## config.mk

```make
export PLATFORM = sky130hd
export DESIGN_NAME = sdc_div
export DESIGN_NICKNAME = d
export VERILOG_FILES = /design/src/rtl/core/stick_deadzone_conditioner_top_defines.svh /design/src/rtl/core/sdc_pkg.sv /design/src/rtl/core/sdc_div.sv
export SDC_FILE = /design/constraint.sdc
export NUM_CORES = 2
export LEC_CHECK = 0
export ABC_CLOCK_PERIOD_IN_PS = 4100
export BUFFER_PORTS_ARGS = -buffer_cell sky130_fd_sc_hd__buf_2
export CAP_MARGIN = 20
export CORE_AREA = 2 2 313 376
export CTS_CLUSTER_SIZE = 14
export DETAILED_ROUTE_END_ITERATION = 10
export DIE_AREA = 0 0 315 378
export PLACE_DENSITY = 0.66
export SYNTH_ARGS = -nofsm -noshare
export SYNTH_HDL_FRONTEND = slang
export SYNTH_SLANG_ARGS = --single-unit
```

## constraint.sdc

```tcl
create_clock -name clk_i -period 4.1 [get_ports clk_i]
set_clock_uncertainty 0.1 [all_clocks]
set_input_delay 0.41 -clock clk_i [delete_from_list [all_inputs] [get_ports clk_i]]
set_output_delay 0.41 -clock clk_i [all_outputs]
set_load 0.03 [all_outputs]
```

## src/rtl/core/stick_deadzone_conditioner_top_defines.svh

```systemverilog
// Assertion macros shared by the stick deadzone conditioner
`ifndef STICK_DEADZONE_CONDITIONER_TOP_DEFINES_SVH
`define STICK_DEADZONE_CONDITIONER_TOP_DEFINES_SVH

// Implication checked on every clock edge outside reset
`define SDC_ASSERT_IMPLY(lbl, ante, cons, msg) \
  lbl: assert property (@(posedge clk_i) disable iff (!rst_ni) (ante) |-> (cons)) \
    else $error(msg);

// Plain invariant checked on every clock edge outside reset
`define SDC_ASSERT_HOLD(lbl, cond, msg) \
  lbl: assert property (@(posedge clk_i) disable iff (!rst_ni) (cond)) else $error(msg);

`endif

```

## src/rtl/core/sdc_pkg.sv

```systemverilog
// Shared codes and widths of the stick deadzone conditioner
package sdc_pkg;

  localparam int IN_W      = 16;
  localparam int OUT_W     = 16;
  localparam int REG_W     = 15;
  localparam int MODE_W    = 2;
  localparam int CFG_IDX_W = 2;
  localparam int DIV_W     = 16;

  localparam logic [REG_W-1:0] SCALE_RST = 15'd32767;

  typedef enum logic [CFG_IDX_W-1:0] {
    CFG_MODE  = 2'd0,
    CFG_SCALE = 2'd1,
    CFG_ZONE  = 2'd2
  } cfg_idx_e;

  typedef enum logic [MODE_W-1:0] {
    MODE_NONE = 2'd0,
    MODE_AXIS = 2'd1,
    MODE_CIRC = 2'd2
  } zone_mode_e;

endpackage

```

## src/rtl/core/sdc_div.sv

```systemverilog
// Two-lane pipelined restoring divider, one quotient bit per stage
module sdc_div import sdc_pkg::*; #(
  parameter int QW = 15,
  parameter int SW = 1
) (
  input  logic                        clk_i,
  input  logic                        rst_ni,
  input  logic                        in_valid_i,
  input  logic [1:0][DIV_W+QW-1:0]    in_num_i,
  input  logic [1:0][DIV_W-1:0]       in_den_i,
  input  logic [SW-1:0]               in_side_i,
  output logic                        out_valid_o,
  output logic [1:0][QW-1:0]          out_quo_o,
  output logic [SW-1:0]               out_side_o
);

  // Numerator top part must already be below the divisor
  logic                   v_q    [QW+1];
  logic [1:0][DIV_W-1:0]  rem_q  [QW+1];
  logic [1:0][QW-1:0]     low_q  [QW+1];
  logic [1:0][DIV_W-1:0]  den_q  [QW+1];
  logic [SW-1:0]          side_q [QW+1];

  always_ff @(posedge clk_i or negedge rst_ni) begin
    if (!rst_ni) begin
      v_q[0] <= 1'b0;
    end else begin
      v_q[0] <= in_valid_i;
    end
  end

  // Load the request
  always_ff @(posedge clk_i) begin
    for (int l = 0; l < 2; l++) begin
      rem_q[0][l] <= in_num_i[l][QW +: DIV_W];
      low_q[0][l] <= in_num_i[l][QW-1:0];
      den_q[0][l] <= in_den_i[l];
    end
    side_q[0] <= in_side_i;
  end

  for (genvar s = 0; s < QW; s++) begin : g_stage
    always_ff @(posedge clk_i or negedge rst_ni) begin
      if (!rst_ni) begin
        v_q[s+1] <= 1'b0;
      end else begin
        v_q[s+1] <= v_q[s];
      end
    end

    always_ff @(posedge clk_i) begin
      side_q[s+1] <= side_q[s];
    end

    for (genvar l = 0; l < 2; l++) begin : g_lane
      logic [DIV_W:0] r2;
      logic [DIV_W:0] dx;
      logic           take;

      assign r2   = {rem_q[s][l], low_q[s][l][QW-1]};
      assign dx   = {1'b0, den_q[s][l]};
      assign take = r2 >= dx;

      // Shift in the next numerator bit, subtract when it fits
      always_ff @(posedge clk_i) begin
        rem_q[s+1][l] <= take ? DIV_W'(r2 - dx) : r2[DIV_W-1:0];
        low_q[s+1][l] <= {low_q[s][l][QW-2:0], take};
        den_q[s+1][l] <= den_q[s][l];
      end
    end
  end

  assign out_valid_o = v_q[QW];
  assign out_quo_o   = low_q[QW];
  assign out_side_o  = side_q[QW];

endmodule

```

==> impl_metrics.tcl <==
set metrics [dict create \
    clk_latency_ns 0.76 \
    die_x_um 315 \
    slew_headroom_pct 49.26 \
    htreeDepth 4 \
    worst_pin_slew_ns 0.7513 \
    seqCellArea_um2 29550 \
    synth-edff-count 0 \
    crit_fanout 17 \
    switching_share_pct 32.86 \
    synthMostInstantiatedCell "dfxtp_1" \
    cp_data_arrival_time_ns 3.92 \
    status "complete, no violations" \
    gp_congestion 0.9017 \
    comb_power_share_pct 40.3 \
    syn_to_final_growth_pct 14.27 \
    antenna_found_initial 0 \
    slew_violations 0 \
    avgRoutedWirePerCell_um 13.83 \
    core-area_um2 115700 \
    portBuffers 129 \
    cts-buffers-inserted 148 \
    syn_inst 5345 \
    grt_max_degree 34 \
    clkTransAtPathRegs_ns 0.06 \
    fin_ws_ns 0.7206 \
    p_per_area_nw_per_um2 854.2 \
    cts_sinks 1472 \
    required_ns 4.64 \
    place_area_um2 59490 \
    layout-drive-gt1-share_pct 13.29 \
    grt_overflow 0 \
    ys_seq_area_share_pct 51.58 \
    vias 36172 \
    endpoint_kind "register" \
    drcViolationCount 0 \
    tritoncts "built" \
    dpl_worst_slack_ns 0.6916 \
    crit_path_start_kind "register" \
    maxCapViolations 0 \
    rows 137 \
    seqPwrFrac_pct 35.7 \
    wl_um 101000 \
    fin_crit_sh_pct 82.43 \
    synth_area_leaders "dfxtp_1 (51%), ha_1 (10%), mux2_2 (6.5%), inv_1 (4.1%), xnor2_1 (3.3%)" \
    syn_area_per_cell_um2 10.72 \
    clockBufferDepth 3 \
    internal-power_mw 37.55 \
    ctsResizeCount 0 \
    layout.nets 6261 \
    synth_seq_cells 1472 \
    synth.largest_area_cell "dfxtp_1" \
    synth_flop_cell "dfxtp_1" \
    p_sw_mw 18.37 \
    grtUsageTotal_pct 17.00 \
    rsz0062_at_grt "no" \
    grt_pass1_wl_um 167600 \
    path_class "register to register" \
    die-area_um2 119100 \
    vdd_drop_max_mv 0.4482 \
    hp-class "primary input to register" \
    fillers 9773 \
    syn-cell-area_um2 57290 \
    vias_per_cell 4.954 \
    start_util_pct 49.51 \
    multi_input_area_um2 24890 \
    ant_nets 0 \
    drtIter0Drc 1365 \
    async_flop_share_pct 1.087 \
    synth_cell_type_count 91 \
    clockPowerShare_pct 24.0 \
    yosysWarnings 0 \
    tns_ns 0 \
    drtPass1Iterations 5 \
    grt_pass1_vias 36411 \
    hpwl_um 75940 \
    synth_nets 5951 \
    synth_top_area_share_pct 50.88 \
    design_area_um2 65470 \
    fin_crit_ns 3.379 \
    hold_viol_final 0 \
    die_y_um 378 \
    max_clock_freq_mhz 295.9 \
    netlist_top_cells_count "dfxtp_1 (1456), inv_1 (622), ha_1 (480)" \
    finalSetupViolCount 0 \
    ios 130 \
    worst_hold_slack_ns 0.1782 \
    root_buffer "clkbuf_16" \
    total_power_mw 55.92 \
    antenna_cells 0 \
    p_leak_nw 30.04 \
]
-- placed cells by master (no fill, tap or decap), types with 50 or more instances in the layout --
cell type      netlist  final
nor2b_1             82     82
o21a_1              59     59
nand2b_1            54     54
inv_1              622    622
nand4_1             50     50
nand2_1            222    222
nor3_1              64     64
mux2_2             333    333
nand3_1             95     95
a21o_1             109    109
mux2i_1             55     55
a21oi_1            230    230
dfxtp_1           1456   1456
xor2_1              88     88
nor2_1             295    295
buf_2               24    129
xnor2_1            219    219
o21ai_0            233    233
clkbuf_16            0    152
dlygate4sd3_1        0     98
ha_1               480    480
-- worst max-delay path, stage by stage, from the launching register on --
cell	delay (ns)
dfxtp_1	0.38
inv_1	0.06
ha_1	0.30
nor2b_1	0.14
o21a_1	0.17
o21ai_0	0.19
a21oi_1	0.21
o31ai_4	0.30
o21ai_1	0.20
a41o_1	0.33
a211oi_4	0.25
buf_4	0.28
mux2_2	0.36
-- registers in the layout, indices dropped and copies added (netlist names) --
signal and flops:
rem_q 480, side_q 16, low_q 480, out_valid_o 1, den_q 480, v_q 15
-- power groups by stage --
stage                     Sequential (mW)  Clock, mW  Combinational [mW]
after floorplan                      19.6          0                18.7
after global placement               20.3          0                21.9
after detailed placement             20.3          0                22.3
after CTS                            20.0       13.9                22.6
after global routing                 20.3       14.5                25.3
final                                20.0       13.4                22.5
-- per-layer routing --
metal	track usage (%)	vias up	wire length [µm]
li1	-	18868	-
met1	17.68	16601	40720
met2	32.61	487	53390
met3	2.837	216	2830
met4	8.266	0	4019
met5	0	-	0
-- logic make-up (layout without fill, tap and decap cells) --
group | Yosys count | count (layout) | synth area share [%]
adders and majority gates | 508 | 508 | 11.46
and+or+nand+nor | 1002 | 1002 | 8.590
DFF | 1472 | 1472 | 51.58
xor gates and xnor gates | 307 | 307 | 4.693
muxes | 407 | 407 | 7.919
AOI/OAI and AO/OA | 938 | 938 | 10.77
buffers and inverters | 711 | 1139 | 4.988
-- cell type report --
class | instances | area share [%]
inverter | 622 | 3.566
timing repair buffer | 249 | 2.748
tap | 1529 | 2.922
clock inverter | 52 | 0.9518
sequential | 1472 | 45.14
multi-input combinational | 3162 | 38.02
clock buffer | 216 | 6.651
-- path summary, 6_finish.rpt --
path / endpoint / cells past startpoint / slack (ns) / from
max in group asynchronous: v_q[12]$_DFF_PN0_ / 3 / 2.77 / rst_ni
worst min-delay path: den_q[0][0]$_DFF_P_ / 2 / 0.18 / in_den_i[0]
min in group asynchronous: out_valid_o$_DFF_PN0_ / 3 / 0.68 / rst_ni
worst min register to register: low_q[0][67]$_DFF_P_ / 0 / 0.20 / low_q[0][36]$_DFF_P_
worst max register to register: rem_q[0][245]$_DFF_P_ / 12 / 0.72 / den_q[0][209]$_DFF_P_
worst max-delay path: rem_q[0][245]$_DFF_P_ / 12 / 0.72 / den_q[0][209]$_DFF_P_
-- per-stage QoR --
step,util [%],std cells
after floorplan,-,5345
final,56.58,7302
after detailed placement,51.42,6935
after global routing,56.58,7302
after CTS,56.57,7301
after global placement,51.42,6935
-- repair_timing --
item                                   4_1_cts  5_1_grt
buffers inserted                             0        0
hold buffers                                98        0
endpoints found under the hold margin      112        0
Power figures use the tool's default switching activity.
