==> src/rtl/core/stick_deadzone_conditioner_top_defines.svh <==
// Assertion macros shared by the stick deadzone conditioner
`ifndef STICK_DEADZONE_CONDITIONER_TOP_DEFINES_SVH
`define STICK_DEADZONE_CONDITIONER_TOP_DEFINES_SVH

// Implication checked on every clock edge outside reset
`define SDC_ASSERT_IMPLY(lbl, ante, cons, msg) \
  lbl: assert property (@(posedge clk_i) disable iff (!rst_ni) (ante) |-> (cons)) \
    else $error(msg);

// Plain invariant checked on every clock edge outside reset
`define SDC_ASSERT_HOLD(lbl, cond, msg) \
  lbl: assert property (@(posedge clk_i) disable iff (!rst_ni) (cond)) else $error(msg);

`endif

==> src/rtl/core/sdc_sqrt.sv <==
// Pipelined floor integer square root, one result bit per stage
module sdc_sqrt #(
  parameter int RW = 16,
  parameter int SW = 1
) (
  input  logic            clk_i,
  input  logic            rst_ni,
  input  logic            in_valid_i,
  input  logic [2*RW-1:0] in_rad_i,
  input  logic [SW-1:0]   in_side_i,
  output logic            out_valid_o,
  output logic [RW-1:0]   out_root_o,
  output logic [SW-1:0]   out_side_o
);

  localparam int TW = 2*RW + 1;

  logic            v_q    [RW+1];
  logic [2*RW-1:0] rem_q  [RW+1];
  logic [RW-1:0]   root_q [RW+1];
  logic [SW-1:0]   side_q [RW+1];

  // Capture the radicand
  always_ff @(posedge clk_i or negedge rst_ni) begin
    if (!rst_ni) begin
      v_q[0] <= 1'b0;
    end else begin
      v_q[0] <= in_valid_i;
    end
  end

  always_ff @(posedge clk_i) begin
    rem_q[0]  <= in_rad_i;
    root_q[0] <= '0;
    side_q[0] <= in_side_i;
  end

  // Decide one root bit per stage, most significant first
  for (genvar s = 0; s < RW; s++) begin : g_stage
    localparam int B = RW - 1 - s;
    logic [TW-1:0] trial;
    logic [TW-1:0] rem_ext;
    logic          take;

    assign trial   = (TW'(root_q[s]) << (B + 1)) | (TW'(1) << (2 * B));
    assign rem_ext = TW'(rem_q[s]);
    assign take    = rem_ext >= trial;

    always_ff @(posedge clk_i or negedge rst_ni) begin
      if (!rst_ni) begin
        v_q[s+1] <= 1'b0;
      end else begin
        v_q[s+1] <= v_q[s];
      end
    end

    always_ff @(posedge clk_i) begin
      rem_q[s+1]  <= take ? (2*RW)'(rem_ext - trial) : rem_q[s];
      root_q[s+1] <= take ? (root_q[s] | (RW'(1) << B)) : root_q[s];
      side_q[s+1] <= side_q[s];
    end
  end

  assign out_valid_o = v_q[RW];
  assign out_root_o  = root_q[RW];
  assign out_side_o  = side_q[RW];

endmodule

==> config.mk <==
export PLATFORM = sky130hd
export DESIGN_NAME = sdc_sqrt
export DESIGN_NICKNAME = d
export VERILOG_FILES = /design/src/rtl/core/stick_deadzone_conditioner_top_defines.svh /design/src/rtl/core/sdc_sqrt.sv
export SDC_FILE = /design/constraint.sdc
export NUM_CORES = 1
export LEC_CHECK = 0
export ABC_AREA = 1
export BUFFER_PORTS_ARGS = -buffer_cell sky130_fd_sc_hd__buf_2
export CAP_MARGIN = 20
export CELL_PAD_IN_SITES_DETAIL_PLACEMENT = 0
export CELL_PAD_IN_SITES_GLOBAL_PLACEMENT = 1
export CORE_ASPECT_RATIO = 0.75
export CORE_MARGIN = 3
export CORE_UTILIZATION = 51
export CTS_CLUSTER_DIAMETER = 200
export CTS_CLUSTER_SIZE = 40
export DETAILED_ROUTE_END_ITERATION = 10
export GPL_TIMING_DRIVEN = 0
export PLACE_DENSITY_LB_ADDON = 0.1
export SLEW_MARGIN = 20
export SYNTH_ARGS = -nofsm -noshare
export SYNTH_HDL_FRONTEND = slang
export SYNTH_SLANG_ARGS = --single-unit
==> constraint.sdc <==
create_clock -name clk_i -period 3.7 [get_ports clk_i]
set_input_delay 0.185 -clock clk_i [delete_from_list [all_inputs] [get_ports clk_i]]
set_output_delay 0.185 -clock clk_i [all_outputs]
set_load 0.05 [all_outputs]
==> out/results.tsv, run 1 <==
stage	metric	value	unit
clock_network	H-tree Lvls	1	
synth	Mean Syn Cell Area	7.730	µm²
finish	design area	31020	µm²
detailed_routing	Iter 0 DRT Violations	1913	
flow_run	Max Cap Viol	0	
setup_path	Critical Path AT	3210	ps
synth	Yosys warning total	0	
grt	global route total overflow	0	
timing	Max Slew Vio Count	0	
timing	final setup vio count	0	
power	Max VDD drop	0.5310	mV
setup_path	CP Max Fanout	10	
setup_path	r2r setup slk	920	ps
synth	Netlist cell types	50	
outcome	run status	completed	
detailed_routing	drt pass-1 iters	6	
clock_network	CTS Root Cell	clkbuf_16	
finish	layout cells sized above 1	5.888	%
synth	Synth Cell Area	28920	µm²
setup_path	CP Class	reg2reg	
grt	largest net degree at the start of global routing	42	
clock_network	CTS tree	built	
placement	Final HPWL DP	63.90	mm
detailed_routing	DR WL met3	5.751	mm
setup_path	Worst setup SP type	flop	
timing	max frequency	0.3596	GHz
detailed_routing	Detail Route met2 WL	27.73	mm
detailed_routing	DRC	0	
synth	syn_nets	3928	
detailed_routing	DRT met1 WL	42.93	mm
detailed_routing	vias	23400	
finish	final cell count without fillers	4577	
clock_network	CTS max path bufs	3	
grt	GRT Util Overall	25.80	%
synth	Post-Synthesis Cells	3742	
finish	Layout Nets	4040	
die	Core ar.	55280	µm²
timing	worst slew pin tran	737.0	ps
die	Initial Util	52.33	%
finish	number of fill cells	5216	
placement	Placer Congestion	0.9426	
timing	Fin Hold WS	218.4	ps
detailed_routing	top layer in use	met4	
die	Core Rows	74	
timing	post-route setup slack	919.1	ps
timing	RSZ-0062 raised after global routing	false	
placement	area post-placement	30090	µm²
synth	register area share after synthesis	47.50	%
detailed_routing	Post-Route WL	77.24	mm
finish	Area Growth Syn to Fin	7.250	%
die	Ports	54	
power	Power Density	786.0	nW/µm²
clock_network	clock transition at the registers of the reported paths	150	ps
worst_hold_path	Hold Path Class	in2reg	
clock_network	CTS Sinks	682	
timing	min cycle time layout	2781	ps
timing	Rel. slew slack	50.87	%
timing	Total Neg Setup Slack	0	ps
die	Die W	281.0	µm
power	leakage	15.75	nW
grt	initial antenna violation count	4	
detailed_routing	drt via density	5.112	
clock_network	Num CTS Buffers	21	
timing	Final Hold Fails	0	
detailed_routing	WL/cell	16.88	µm
placement	port bufs	53	
setup_path	Crit. End Element	flop	
die	die height	212.2	µm
detailed_routing	Antenna Nets Post-Route	0	
die	Die ar.	59640	µm²
placement	pre-CTS WS	1143	ps
synth	synthesis-stage register bit count	682	
placement	Placed Cells	4517	
grt	first-pass GRT wire length	120.4	mm
timing	Clock Skew	56.50	ps
clock_network	Clock Latency Late Sink	590	ps
finish	antenna cells	0	
setup_path	Worst EP required	4130	ps
grt	vias in the first global route	21440	
timing	Final Cycle Share	75.16	%
-- timing repair --
action,CTS,global route
resized for setup,0,0
hold buffers,36,0
hold endpoints to repair,51,0
setup buffers,0,0
-- worst paths after layout --
kind | start | to | depth (start not counted)
max | root_q[1][46]$_DFF_P_ | rem_q[0][381]$_DFF_P_ | 11
min | in_rad_i[8] | rem_q[0][8]$_DFF_P_ | 2
max reg2reg | root_q[1][46]$_DFF_P_ | rem_q[0][381]$_DFF_P_ | 11
min reg2reg | rem_q[0][71]$_DFF_P_ | rem_q[0][103]$_DFF_P_ | 0
max in group asynchronous | rst_ni | v_q[8]$_DFF_PN0_ | 3
min in group asynchronous | rst_ni | v_q[13]$_DFF_PN0_ | 3
-- metal layers --
layer	vias to the layer above	track usage, %
li1	11920	-
met1	10790	44.32
met2	647	34.14
met3	50	3.228
met4	0	3.006
met5	-	0
-- synthesized netlist by cell type, drive strengths merged --
cell type,count,share of area [%]
o211ai,1,0.026
and3,3,0.065
o21ai,125,2.6
nor2,358,5.0
buf,25,0.93
nor4,27,0.61
nor2b,2,0.043
nand2,1111,15
and2,3,0.065
a21boi,5,0.13
a22oi,2,0.052
nor4b,2,0.061
xor2,45,1.4
o21a,3,0.078
a21oi,155,3.0
nand3b,39,1.1
ha,150,6.5
nor3,49,0.85
or2,10,0.22
o21bai,7,0.18
nand2b,1,0.022
inv,577,7.5
xnor2,58,1.8
a31oi,1,0.022
nand4,77,1.7
nor3b,4,0.10
a21o,3,0.078
dfxtp,665,46
nand3,217,3.9
dfrtp,17,1.5
-- registers in the layout (all words and copies together), names as in the netlist --
| register | count |
|---|---|
| out_valid_o | 1 |
| side_q | 17 |
| v_q | 16 |
| root_q | 136 |
| rem_q | 512 |
-- through the flow --
stage | power [W] | util, %
floorplan | 0.01783 | -
global placement | 0.02100 | 54.44
detailed placement | 0.02109 | 54.44
CTS | 0.02424 | 56.12
global route | 0.02618 | 56.12
finish | 0.02438 | 56.12
-- cell type report --
| cell class | instances | area [µm²] | area share (%) |
|---|---|---|---|
| multi-input cells | 2458 | 12750 | 41.09 |
| well taps | 722 | 903.4 | 2.912 |
| inverters | 577 | 2168 | 6.990 |
| clock buffers | 22 | 529.3 | 1.706 |
| clock inverters | 2 | 38.79 | 0.1250 |
| flip-flops and latches | 682 | 13740 | 44.29 |
| repair buffers | 89 | 625.6 | 2.017 |
| plain buffers | 25 | 270.3 | 0.8712 |
-- where the power goes --
part	internal, W	leakage, nW	switching [W]
logic	0.00363	9.69	0.00685
clock network	0.00106	0.276	0.00208
registers	0.00913	5.78	0.00163
total	0.0138	15.7	0.0106
-- layout by cell type (no fill, tap or decap), types with 36 or more instances in the layout --
master	Yosys	final
dlygate4sd3_1	0	36
buf_2	4	57
nand3_1	209	209
nor2_1	337	337
nand2_1	1093	1093
o21ai_0	65	65
ha_1	150	150
xnor2_1	58	58
nand3b_1	37	37
a21oi_1	131	131
nor3_1	49	49
nand4_1	75	75
inv_1	569	569
xor2_1	45	45
dfxtp_1	665	665
-- cell families (layout without fill, tap and decap cells) --
group | count (synthesis) | after routing | synth area share [%]
AND/OR/NAND/NOR | 1903 | 1903 | 28.33
flip-flops | 682 | 682 | 47.50
buffers and inverters | 602 | 715 | 8.431
AO/OA/AOI/OAI | 302 | 302 | 6.138
adder cells (fa/ha/maj) | 150 | 150 | 6.489
XOR/XNOR | 103 | 103 | 3.119
-- worst max-delay path, stage by stage (launching register included) --
cell	delay, ps
dfxtp_1	470
inv_1	70
ha_1	410
nand2_1	140
inv_1	130
nand2_1	90
nor2_1	130
nand4_1	150
nand2_1	120
nor2_1	60
buf_2	190
a21oi_1	600
Note: power is estimated with default switching activity, not from simulation.
==> inputs of run 2 (changes only) <==
--- a/config.mk
+++ b/config.mk
@@ -12,7 +12,7 @@
 export CELL_PAD_IN_SITES_GLOBAL_PLACEMENT = 1
 export CORE_ASPECT_RATIO = 0.75
 export CORE_MARGIN = 3
-export CORE_UTILIZATION = 51
+export CORE_UTILIZATION = 47
 export CTS_CLUSTER_DIAMETER = 200
 export CTS_CLUSTER_SIZE = 40
 export DETAILED_ROUTE_END_ITERATION = 10
==> constraint.sdc (replaced) <==
create_clock -name clk_i -period 2.88 [get_ports clk_i]
set_input_delay 0.144 -clock clk_i [delete_from_list [all_inputs] [get_ports clk_i]]
set_output_delay 0.144 -clock clk_i [all_outputs]
set_load 0.05 [all_outputs]
==> run 2 against run 1 <==
Global-route usage fell by 2.0 points. Wire length rose by 1.6%. Sequential cell count did not move. Fmax fell by 0.48%. Critical endpoint is now rem_q[0][379]$_DFF_P_. Worst hold slack got worse by 39 ps.
==> out/results.tsv, run 2 (synthesized netlist as in run 1, its figures left out) <==
stage	metric	value	unit	change
clock_network	Num CTS Buffers	21		unchanged
die	Ports	54		unchanged
grt	first-pass GRT wire length	121.4	mm	was 120.4 mm
detailed_routing	WL/cell	16.86	µm	was 16.88 µm
grt	global route total overflow	0		unchanged
detailed_routing	Iter 0 DRT Violations	1727		was 1913
worst_hold_path	Hold Crit Depth	2		unchanged
timing	max frequency	0.3579	GHz	was 0.3596 GHz
timing	RSZ-0062 raised after global routing	true		was false
timing	final setup vio count	0		unchanged
setup_path	Crit. End Element	flop		unchanged
finish	Largest register FFs	512		unchanged
placement	port bufs	53		unchanged
power	leakage	15.75	nW	about the same
grt	vias in the first global route	21400		was 21.44k
timing	min cycle time layout	2794	ps	was 2781 ps
clock_network	CTS tree	built		unchanged
timing	Final Cycle Share	97.02	%	was 75.16%
timing	post-route setup slack	85.77	ps	was 919.1 ps
power	Power Density	1005	nW/µm²	was 786.0 nW/µm²
setup_path	Worst EP required	3300	ps	was 4130 ps
placement	pre-CTS WS	298.7	ps	was 1143 ps
grt	initial antenna violation count	1		was 4
timing	Total Neg Setup Slack	0	ps	unchanged
finish	largest registers	rem_q (512), root_q (136), side_q (17)		unchanged
die	Die W	292.5	µm	was 281.0 µm
setup_path	Worst setup SP type	flop		unchanged
detailed_routing	DRC	0		unchanged
flow_run	Max Cap Viol	0		unchanged
timing	Clock Skew	49.37	ps	was 56.50 ps
finish	final cell count without fillers	4656		was 4577
outcome	run status	completed		unchanged
clock_network	H-tree Lvls	1		unchanged
timing	Max Slew Vio Count	0		unchanged
clock_network	CTS max path bufs	3		unchanged
grt	met1 Track Usage GR	40.52	%	was 44.32%
setup_path	CP Class	reg2reg		unchanged
timing	Rel. slew slack	47.63	%	was 50.87%
finish	Layout Nets	4040		unchanged
worst_hold_path	Hold Path Class	in2reg		unchanged
placement	Placer Congestion	0.9336		was 0.9426
placement	Placed Cells	4595		was 4517
setup_path	R2R depth	11		unchanged
placement	Final HPWL DP	65.20	mm	was 63.90 mm
setup_path	CP Max Fanout	10		unchanged
timing	Final Hold Fails	0		unchanged
finish	Area Growth Syn to Fin	7.609	%	was 7.250%
clock_network	post-CTS setup buffers	0		unchanged
grt	GRT Util Overall	23.79	%	was 25.80%
detailed_routing	drt pass-1 iters	6		unchanged
finish	most frequent cells in the layout	1093 x nand2_1, 665 x dfxtp_1, 569 x inv_1		unchanged
finish	register with the most flip-flops	rem_q		unchanged
power	Max VDD drop	0.5682	mV	was 0.5310 mV
detailed_routing	drt via density	4.968		was 5.112
clock_network	clock transition at the registers of the reported paths	130	ps	was 150 ps
detailed_routing	vias	23130		was 23.40k
finish	most common cell after layout, fill and taps aside	nand2_1		unchanged
die	Initial Util	47.65	%	was 52.33%
die	die height	220.8	µm	was 212.2 µm
setup_path	Critical Path AT	3220	ps	was 3210 ps
finish	share of the core filled with cells	51.27	%	was 56.12%
grt	largest net degree at the start of global routing	42		unchanged
grt	met2 GRT Util	30.69	%	was 34.14%
clock_network	CTS Root Cell	clkbuf_16		unchanged
die	Die ar.	64580	µm²	was 59640 µm²
grt	busiest grt layer	met1		unchanged
detailed_routing	Post-Route WL	78.51	mm	was 77.24 mm
timing	worst slew pin tran	777.4	ps	was 737.0 ps
grt	GR Util met3	4.566	%	was 3.228%
finish	layout cells sized above 1	5.914	%	was 5.888%
die	Core Rows	78		was 74
die	Core ar.	60700	µm²	was 55280 µm²
detailed_routing	Antenna Nets Post-Route	0		unchanged
clock_network	Clock Latency Late Sink	580	ps	was 590 ps
clock_network	CTS Sinks	682		unchanged
-- run 2: changes by cell type in the layout (fill, tap and decap cells not counted), sizes merged --
cell and delta:
diode +1
-- run 2: power by group --
part           total, W  internal (W)  leakage (nW)  switching, W
Combinational    0.0134       0.00466          9.69       0.00876
Clock           0.00401       0.00137         0.276       0.00264
Sequential       0.0139        0.0117          5.78       0.00212
Total            0.0313        0.0178          15.7        0.0135
-- run 2: routing by layer --
metal	wire (µm)	vias to the layer above
met5	0	-
met4	908	0
met3	5322	58
met2	28030	571
met1	44250	10580
li1	-	11920
-- run 2: worst paths after layout --
path                            slack, ps                     to                   from
worst max-delay path                   90  rem_q[0][379]$_DFF_P_  root_q[1][46]$_DFF_P_
worst min-delay path                  180   rem_q[0][19]$_DFF_P_           in_rad_i[19]
worst max register to register         90  rem_q[0][379]$_DFF_P_  root_q[1][46]$_DFF_P_
worst min register to register        300   rem_q[0][60]$_DFF_P_   rem_q[0][28]$_DFF_P_
max in group asynchronous            1750       v_q[2]$_DFF_PN0_                 rst_ni
min in group asynchronous             680      v_q[11]$_DFF_PN0_                 rst_ni
-- run 2: critical path: stages (launching register included) --
cell     delay [ps]
dfxtp_1         510
inv_1            80
ha_1            420
nand2_1         160
inv_1           140
nand2_1          80
nor2_1          130
nand4_1         150
nand2_1         120
nor2_1           60
buf_2           200
a21oi_1         550
-- run 2: through the flow --
step                      power (W)  hold slack [ps]  area, µm²
after CTS                   0.03121            149.5      31120
after detailed placement    0.02713            78.13      30190
final                       0.03129            179.4      31120
after global placement      0.02706            60.56      30190
after floorplan             0.02291           -151.6      28920
after global routing        0.03369            150.0      31120
-- run 2: what timing repair did --
| action | in CTS | in global routing |
|---|---|---|
| hold endpoints to repair | 51 | 0 |
| endpoints found under the setup margin | 0 | 5 |
| gates resized for setup | 0 | 1 |
| hold buffers | 36 | 0 |
-- run 2: area by class of cell --
| class | instances | area [µm²] |
|---|---|---|
| timing repair buffer | 89 | 625.6 |
| clock buffer | 22 | 529.3 |
| tap | 800 | 1001 |
| multi-input combinational | 2458 | 12750 |
| clock inverter | 2 | 38.79 |
| buffer | 25 | 270.3 |
| fill | 5899 | 29580 |
| sequential | 682 | 13740 |
| inverter | 577 | 2168 |
| antenna | 1 | 2.502 |
